$ cat src/rtl/closed_tour_length_defines.svh
// Assertion macros used by the controller RTL of the closed tour length block.
`ifndef CLOSED_TOUR_LENGTH_DEFINES_SVH
`define CLOSED_TOUR_LENGTH_DEFINES_SVH

// Same-cycle implication, checked on every clock edge outside reset.
`define CTL_ASSERT_NOW(label, ante, cons, msg) \
   label: assert property (@(posedge clock) disable iff (reset) (ante) |-> (cons)) \
      else $error(msg);

// Next-cycle implication, checked on every clock edge outside reset.
`define CTL_ASSERT_NEXT(label, ante, cons, msg) \
   label: assert property (@(posedge clock) disable iff (reset) (ante) |=> (cons)) \
      else $error(msg);

`endif

$ cat src/rtl/ctl_pkg.sv
package ctl_pkg;

   // Field widths.
   localparam int CoordBits = 16;
   localparam int TotalBits = 32;

   // Square root datapath sizing: the radicand is the sum of two squares.
   localparam int RootBits = CoordBits + 1;
   localparam int RadBits  = 2 * RootBits;
   localparam int RemBits  = RootBits + 2;
   localparam int StepBits = $clog2(RootBits);

   typedef struct packed {
      logic signed [CoordBits-1:0] city_x;
      logic signed [CoordBits-1:0] city_y;
      logic                        last_city;
   } req_type;

   typedef struct packed {
      logic [TotalBits-1:0] tour_length;
      logic                 length_saturated;
   } rsp_type;

   typedef enum logic [2:0] {
      ST_IDLE,
      ST_DIFF,
      ST_SQUARE,
      ST_SUM,
      ST_ROOT,
      ST_ACCUM,
      ST_DONE
   } state_type;

   // Commands from the controller to the datapath.
   typedef struct packed {
      logic load_city;
      logic diff_en;
      logic close_sel;
      logic square_en;
      logic sum_en;
      logic root_step;
      logic accum_en;
      logic out_load;
   } cmd_type;

   // Status from the datapath to the controller.
   typedef struct packed {
      logic have_first;
      logic last_city;
   } sts_type;

endpackage

$ cat src/rtl/ctl_dpath.sv
module ctl_dpath (
   input  logic             clock,
   input  logic             reset,
   input  ctl_pkg::req_type req_data,
   input  ctl_pkg::cmd_type cmd,
   output ctl_pkg::sts_type sts,
   output ctl_pkg::rsp_type rsp_data
);

   localparam int C = ctl_pkg::CoordBits;
   localparam int T = ctl_pkg::TotalBits;
   localparam int R = ctl_pkg::RootBits;
   localparam int W = ctl_pkg::RadBits;
   localparam int M = ctl_pkg::RemBits;

   logic signed [C-1:0] cur_x_ff, cur_y_ff;
   logic                last_ff;
   logic signed [C-1:0] first_x_ff, first_y_ff;
   logic signed [C-1:0] prev_x_ff, prev_y_ff;
   logic                have_first_ff;
   logic [T-1:0]        total_ff, total_in;
   logic                sat_ff, sat_in;
   logic [C-1:0]        dx_ff, dy_ff, dx_in, dy_in;
   logic [2*C-1:0]      sx_ff, sy_ff;
   logic [W-1:0]        rad_ff, rad_in;
   logic [M-1:0]        rem_ff, rem_in;
   logic [R-1:0]        root_ff, root_in;
   ctl_pkg::rsp_type    rsp_ff;

   logic signed [C-1:0] op_ax, op_ay, op_bx, op_by;
   logic signed [C:0]   diff_x, diff_y;
   logic [C:0]          mag_x, mag_y;
   logic [M-1:0]        rem_shift, trial;
   logic [T:0]          sum_wide;

   // Edge operands: previous to current city, or current back to first.
   always_comb begin
      if (cmd.close_sel) begin
         op_ax = cur_x_ff;
         op_ay = cur_y_ff;
         op_bx = first_x_ff;
         op_by = first_y_ff;
      end else begin
         op_ax = prev_x_ff;
         op_ay = prev_y_ff;
         op_bx = cur_x_ff;
         op_by = cur_y_ff;
      end
   end

   // Absolute coordinate differences, one bit wider before the magnitude.
   always_comb begin
      diff_x = {op_ax[C-1], op_ax} - {op_bx[C-1], op_bx};
      diff_y = {op_ay[C-1], op_ay} - {op_by[C-1], op_by};
      mag_x  = diff_x[C] ? (C+1)'(-diff_x) : (C+1)'(diff_x);
      mag_y  = diff_y[C] ? (C+1)'(-diff_y) : (C+1)'(diff_y);
      dx_in  = mag_x[C-1:0];
      dy_in  = mag_y[C-1:0];
   end

   // One restoring square root step: bring down two radicand bits per cycle.
   always_comb begin
      rem_shift = {rem_ff[M-3:0], rad_ff[W-1 -: 2]};
      trial     = {root_ff, 2'b01};
      rad_in    = {rad_ff[W-3:0], 2'b00};
      if (rem_shift >= trial) begin
         rem_in  = rem_shift - trial;
         root_in = {root_ff[R-2:0], 1'b1};
      end else begin
         rem_in  = rem_shift;
         root_in = {root_ff[R-2:0], 1'b0};
      end
   end

   // Saturating add of the finished edge length to the tour total.
   always_comb begin
      sum_wide = {1'b0, total_ff} + (T+1)'(root_ff);
      if (sum_wide[T]) begin
         total_in = '1;
         sat_in   = 1'b1;
      end else begin
         total_in = sum_wide[T-1:0];
         sat_in   = sat_ff;
      end
   end

   // Tour state with reset values.
   always_ff @(posedge clock) begin
      if (reset) begin
         have_first_ff <= 1'b0;
         total_ff      <= '0;
         sat_ff        <= 1'b0;
         first_x_ff    <= '0;
         first_y_ff    <= '0;
         prev_x_ff     <= '0;
         prev_y_ff     <= '0;
      end else begin
         if (cmd.load_city && !have_first_ff) begin
            have_first_ff <= 1'b1;
            total_ff      <= '0;
            sat_ff        <= 1'b0;
            first_x_ff    <= req_data.city_x;
            first_y_ff    <= req_data.city_y;
            prev_x_ff     <= req_data.city_x;
            prev_y_ff     <= req_data.city_y;
         end
         if (cmd.diff_en && !cmd.close_sel) begin
            prev_x_ff <= cur_x_ff;
            prev_y_ff <= cur_y_ff;
         end
         if (cmd.accum_en) begin
            total_ff <= total_in;
            sat_ff   <= sat_in;
         end
         if (cmd.out_load) begin
            have_first_ff <= 1'b0;
            total_ff      <= '0;
            sat_ff        <= 1'b0;
            first_x_ff    <= '0;
            first_y_ff    <= '0;
            prev_x_ff     <= '0;
            prev_y_ff     <= '0;
         end
      end
   end

   // Working registers of the edge computation.
   always_ff @(posedge clock) begin
      if (cmd.load_city) begin
         cur_x_ff <= req_data.city_x;
         cur_y_ff <= req_data.city_y;
         last_ff  <= req_data.last_city;
      end
      if (cmd.diff_en) begin
         dx_ff <= dx_in;
         dy_ff <= dy_in;
      end
      if (cmd.square_en) begin
         sx_ff <= dx_ff * dx_ff;
         sy_ff <= dy_ff * dy_ff;
      end
      if (cmd.sum_en) begin
         rad_ff  <= W'(sx_ff) + W'(sy_ff);
         rem_ff  <= '0;
         root_ff <= '0;
      end
      if (cmd.root_step) begin
         rad_ff  <= rad_in;
         rem_ff  <= rem_in;
         root_ff <= root_in;
      end
      if (cmd.out_load) begin
         rsp_ff.tour_length      <= total_ff;
         rsp_ff.length_saturated <= sat_ff;
      end
   end

   assign sts.have_first = have_first_ff;
   assign sts.last_city  = last_ff;
   assign rsp_data       = rsp_ff;

endmodule

$ cat src/rtl/ctl_ctrl.sv
`include "closed_tour_length_defines.svh"

module ctl_ctrl (
   input  logic             clock,
   input  logic             reset,
   input  logic             req_valid,
   output logic             req_stall,
   input  logic             req_last_city,
   output logic             rsp_valid,
   input  logic             rsp_stall,
   input  ctl_pkg::sts_type sts,
   output ctl_pkg::cmd_type cmd
);

   localparam int S = ctl_pkg::StepBits;

   ctl_pkg::state_type state_ff, state_in;
   logic               close_ff, close_in;
   logic [S-1:0]       step_ff, step_in;
   logic               rsp_valid_ff, rsp_valid_in;
   logic               req_xfer, rsp_free;

   assign req_stall = (state_ff != ctl_pkg::ST_IDLE);
   assign req_xfer  = req_valid && !req_stall;
   assign rsp_free  = !rsp_valid_ff || !rsp_stall;
   assign rsp_valid = rsp_valid_ff;

   // State register and sequencing counters.
   always_ff @(posedge clock) begin
      if (reset) begin
         state_ff     <= ctl_pkg::ST_IDLE;
         close_ff     <= 1'b0;
         step_ff      <= '0;
         rsp_valid_ff <= 1'b0;
      end else begin
         state_ff     <= state_in;
         close_ff     <= close_in;
         step_ff      <= step_in;
         rsp_valid_ff <= rsp_valid_in;
      end
   end

   // Next state and datapath commands.
   always_comb begin
      state_in      = state_ff;
      close_in      = close_ff;
      step_in       = step_ff;
      rsp_valid_in  = rsp_valid_ff && rsp_stall;
      cmd           = '0;
      cmd.close_sel = close_ff;
      case (state_ff)
         ctl_pkg::ST_IDLE: begin
            if (req_xfer) begin
               cmd.load_city = 1'b1;
               if (sts.have_first) begin
                  close_in = 1'b0;
                  state_in = ctl_pkg::ST_DIFF;
               end else if (req_last_city) begin
                  close_in = 1'b1;
                  state_in = ctl_pkg::ST_DIFF;
               end
            end
         end
         ctl_pkg::ST_DIFF: begin
            cmd.diff_en = 1'b1;
            state_in    = ctl_pkg::ST_SQUARE;
         end
         ctl_pkg::ST_SQUARE: begin
            cmd.square_en = 1'b1;
            state_in      = ctl_pkg::ST_SUM;
         end
         ctl_pkg::ST_SUM: begin
            cmd.sum_en = 1'b1;
            step_in    = S'(ctl_pkg::RootBits - 1);
            state_in   = ctl_pkg::ST_ROOT;
         end
         ctl_pkg::ST_ROOT: begin
            cmd.root_step = 1'b1;
            step_in       = step_ff - 1'b1;
            if (step_ff == '0) begin
               state_in = ctl_pkg::ST_ACCUM;
            end
         end
         ctl_pkg::ST_ACCUM: begin
            cmd.accum_en = 1'b1;
            if (close_ff) begin
               state_in = ctl_pkg::ST_DONE;
            end else if (sts.last_city) begin
               close_in = 1'b1;
               state_in = ctl_pkg::ST_DIFF;
            end else begin
               state_in = ctl_pkg::ST_IDLE;
            end
         end
         ctl_pkg::ST_DONE: begin
            if (rsp_free) begin
               cmd.out_load = 1'b1;
               rsp_valid_in = 1'b1;
               close_in     = 1'b0;
               state_in     = ctl_pkg::ST_IDLE;
            end
         end
         default: begin
            state_in = ctl_pkg::ST_IDLE;
         end
      endcase
   end

   // A result is only released after the closing edge has been added.
   `CTL_ASSERT_NOW(a_out_after_close, cmd.out_load, close_ff, "result without closing edge")
   // A waiting result is never overwritten by the next tour.
   `CTL_ASSERT_NOW(a_no_overwrite, cmd.out_load, rsp_free, "result register overwritten")
   // The last root step always hands over to the accumulate step.
   `CTL_ASSERT_NEXT(a_root_end, (state_ff == ctl_pkg::ST_ROOT) && (step_ff == '0),
                    state_ff == ctl_pkg::ST_ACCUM, "root iteration overran")
   // Loading the result register raises the output valid.
   `CTL_ASSERT_NEXT(a_out_valid, cmd.out_load, rsp_valid_ff, "loaded result not presented")

endmodule

$ cat src/rtl/closed_tour_length.sv
// Closed tour length: one city per transfer, Euclidean edges floored and summed.
// A first city that is not last is only stored. Every other city adds an edge in the
// difference, square, sum, restoring square root (one root bit per cycle) and
// accumulate steps. A last city adds the closing edge, the only one of a single-city
// tour. The result is presented once the output is free, when req_stall also drops.
// Reset (synchronous, active high) clears the tour state and drops any pending result.
module closed_tour_length (
   input  logic             clock,
   input  logic             reset,
   input  logic             req_valid,
   output logic             req_stall,
   input  ctl_pkg::req_type req_data,
   output logic             rsp_valid,
   input  logic             rsp_stall,
   output ctl_pkg::rsp_type rsp_data
);

   ctl_pkg::cmd_type cmd;
   ctl_pkg::sts_type sts;

   // Sequencer for the per-city edge computation and output handoff.
   ctl_ctrl u_ctrl (
      .clock         (clock),
      .reset         (reset),
      .req_valid     (req_valid),
      .req_stall     (req_stall),
      .req_last_city (req_data.last_city),
      .rsp_valid     (rsp_valid),
      .rsp_stall     (rsp_stall),
      .sts           (sts),
      .cmd           (cmd)
   );

   // Coordinate, square, root and accumulation registers.
   ctl_dpath u_dpath (
      .clock    (clock),
      .reset    (reset),
      .req_data (req_data),
      .cmd      (cmd),
      .sts      (sts),
      .rsp_data (rsp_data)
   );

endmodule
$ cat config.mk
export PLATFORM = sky130hd
export DESIGN_NAME = closed_tour_length
export DESIGN_NICKNAME = d
export VERILOG_FILES = /design/src/rtl/ctl_pkg.sv /design/src/rtl/ctl_dpath.sv /design/src/rtl/ctl_ctrl.sv /design/src/rtl/closed_tour_length.sv
export VERILOG_INCLUDE_DIRS = /design/src /design/src/rtl
export SDC_FILE = /design/constraint.sdc
export NUM_CORES = 2
export LEC_CHECK = 0
export ABC_AREA = 1
export BUFFER_PORTS_ARGS = -buffer_cell sky130_fd_sc_hd__clkbuf_2
export CAP_MARGIN = 25
export CORE_ASPECT_RATIO = 0.75
export CORE_MARGIN = 2
export CORE_UTILIZATION = 40
export DETAILED_ROUTE_END_ITERATION = 7
export GPL_ROUTABILITY_DRIVEN = 1
export GPL_TIMING_DRIVEN = 0
export PLACE_DENSITY_LB_ADDON = 0.2
export SLEW_MARGIN = 20
export SYNTH_ARGS = -nofsm -noshare
export SYNTH_HDL_FRONTEND = slang
export SYNTH_SLANG_ARGS = --single-unit
$ cat constraint.sdc
create_clock -name clock -period 9.9 [get_ports clock]
set_input_delay 1.98 -clock clock [delete_from_list [all_inputs] [get_ports clock]]
set_output_delay 1.98 -clock clock [all_outputs]
set_load 0.01 [all_outputs]
==> impl_results.md <==
* Final period util at 70.6%
* Maximum fanout along the worst path at 10
* Ant. Diodes at 0
* Maximum buffer depth of the clock tree at 3
* Critical Path RT at approximately 10 ns
* Global-route wire length before repair at 147000 microns
* CTS tree: yes
* Kind of critical path: flip-flop to flip-flop
* Max-slew violations at 0
* Cts hold-fix bufs at 0
* Post-DP HPWL at 74600 microns
* Total grt overflow at 0
* Mapped Nets at 4837
* Netlist cell types at 57
* Final setup TNS at 0 ns
* Synth Area in Adders at a little under a third
* Combinational family with the most area after synthesis: adder cells
* Core ar. at 83800 sq um
* Cells after synthesis at 4174
* Ys Warns at 0
* # resized after CTS at 0
* Layout Cells excl Fill at 5448
* Mux contribution to synthesized area at less than 1%
* Fin util at 44.0%
* Min Hold Slack at 0.446 ns
* Worst-path clk slew at 0.06 ns
* Data arrival, critical path at 7.29 ns
* Final Skew at 0.0256 ns
* Rows at 92
* Count leader, synth: nand2_1
* Largest net degree at the start of global routing at 38
* Clock root buffer: clkbuf_16
* Layout cell share with drive strength beyond 1 at under 10%
* Top cell type's share of synthesized area at about a fifth
* Async set-or-reset flop fraction in the synthesized netlist at 0%
* Clk_lat worst skew at 0.57 ns
* Final setup viols at 0
* Vias at 26823
* CP max-delay cell: clkbuf_1
* Post-synthesis average cell area at 8.08 sq um
* Synth top cells by count: nand2_1, inv_1, fa_1
* Final Hold Viols at 0
* RSZ-0062 raised after global routing: false
* Most common cell on crit path: fa_1
* H-tree Lvls at 2
* Largest cells by area after synthesis: edfxtp_1, fa_1, ha_1, nand2_1, inv_1
* GRT Util Overall at 21.3%
* F_max at approximately 140 MHz
* Post-synth top flop: edfxtp_1
* Yosys reg bits at 336
* Relative slew slack at 33.8%
* Final wirelength at 90600 microns
* Final Net Count at 4957
* Crit. End Element: flip-flop
* GPL Wtd Cong at 0.924
* Xor and xnor area share after synthesis at 3.42%
* Port Buffers at 70
* CP max stage delay at 0.56 ns
* Dpl cells at 5383
* P&R area growth vs syn at 9.38%
* Post-synthesis cell area at ~34000 sq um
* Simple logic cell fraction of the synthesized area at 17.6%
* Fill cells at approximately 8600
* Crit start category: flip-flop
* Register area share after synthesis at a little over a quarter
* Setup Buffers After CTS at 0
* Die height at approximately 260 microns
* Initial DRC Count at 2156
* Crit-path cells: clkbuf_1, clkbuf_1, nand2_1, fa_1, fa_1, inv_1, fa_1, fa_1, fa_1, inv_1, fa_1, inv_1, ha_1, inv_1, o21bai_1, a31oi_1, nand2_1, nand2_1, nand3_1, a31oi_1, xor2_1
* WL/cell at 16.6 microns
* Number of global-route vias before repair at 26380
* Tightest Pin Transition at 0.993 ns
* Compound-Gate Fraction of Synth Area at 9.43%
* Tmin final at around 7 ns
* Initial antenna violation count at 0
* First-pass iteration count of the detailed router at 6
* Yosys top cell by area: edfxtp_1
* Die Width at ~340 microns
* Status: finished clean
* CTS buffer count at 36
* Die Area at 86700 sq um
* Hold Crit Class: flip-flop to flip-flop
* Ports at 72
* Sink Count at 336
* Post-synth EDFFs at 226
* DRC at 0
* Max Cap Viol at 0
* Post-route ant nets at 0
* Vias/cell at 4.92
* Initial Utilization at around two fifths
==> cell usage in the layout (no fill, tap or decap), types with 77 or more instances in the layout <==
cell / netlist / layout
clkbuf_1: 91 / 100
dfxtp_1: 110 / 110
nor2_1: 244 / 243
nand2_1: 956 / 955
xor2_1: 77 / 77
o21ai_0: 184 / 184
ha_1: 299 / 299
a21oi_1: 209 / 208
nand3_1: 135 / 135
fa_1: 327 / 327
inv_1: 924 / 924
edfxtp_1: 226 / 226
==> area by class of cell <==
cell class / instances / area [sq um] / area share (%)
tap: 1128 / 1410 / 3.82
sequential: 336 / 8990 / 24.4
buffer: 120 / 503 / 1.36
timing repair buffer: 82 / 517 / 1.40
inverter: 930 / 3490 / 9.46
clock inverter: 12 / 153 / 0.414
clock buffer: 52 / 1040 / 2.82
multi-input combinational: 2788 / 20800 / 56.4
==> cells by family after synthesis <==
group	count (synthesis)
XOR/XNOR	129
adder cells (fa/ha/maj)	626
AO/OA/AOI/OAI	560
multiplexers	19
flip-flops	336
AND/OR/NAND/NOR	1454
buffers and inverters	1050
==> path summary, 6_finish.rpt <==
check / slack, ns / to / cells after the start / from
min: 0.45 / u_dpath.rsp_data[0] / 0 / u_dpath.sat_ff
max: 2.91 / u_dpath.sy_ff[31] / 21 / u_dpath.dy_ff[2]
max reg2reg: 2.91 / u_dpath.sy_ff[31] / 21 / u_dpath.dy_ff[2]
min reg2reg: 0.45 / u_dpath.rsp_data[0] / 0 / u_dpath.sat_ff
==> critical path: cells and delay by family (launching register included) <==
family          cells  cell delay (ns)
buf+inv             6             1.25
compound gates      3             0.52
fa+ha+maj           7             3.40
simple gates        4             0.60
xor+xnor            1             0.42
flops               1             0.53
==> metrics by stage <==
step / cell area (sq um) / worst slack [ns]
2_1_floorplan: 33700 / 4.31
3_3_place_gp: 35500 / 2.64
3_5_place_dp: 35700 / 3.05
4_1_cts: 36900 / 3.01
5_1_grt: 36900 / 2.59
6_report: 36900 / 2.91
==> metal layers <==
layer  GRT usage (%)  part of all wire [%]  vias up
met5               0                     0        -
met4            3.38                   1.3        0
met3            3.84                   7.5       71
met2            29.8                    39      759
met1            34.1                    52    12695
li1                -                     -    13298
==> sequential cells by signal, indices dropped and copies added (netlist names) <==
name,flops
u_dpath.dy_ff,16
u_dpath.last_ff,1
u_dpath.total_ff,32
u_dpath.root_ff,17
u_ctrl.state_ff,3
u_dpath.sx_ff,31
u_dpath.sy_ff,31
u_ctrl.close_ff,1
u_dpath.prev_y_ff,16
u_dpath.rad_ff,34
u_dpath.sat_ff,1
u_ctrl.rsp_valid,1
u_dpath.rem_ff,17
u_dpath.first_x_ff,16
u_dpath.rsp_data,33
u_dpath.have_first_ff,1
u_dpath.cur_x_ff,16
u_dpath.dx_ff,16
u_dpath.first_y_ff,16
u_dpath.prev_x_ff,16
u_dpath.cur_y_ff,16
u_ctrl.step_ff,5
Power is not shown: default switching activity piles up to over one toggle a cycle in this logic, so the estimate is an artifact.
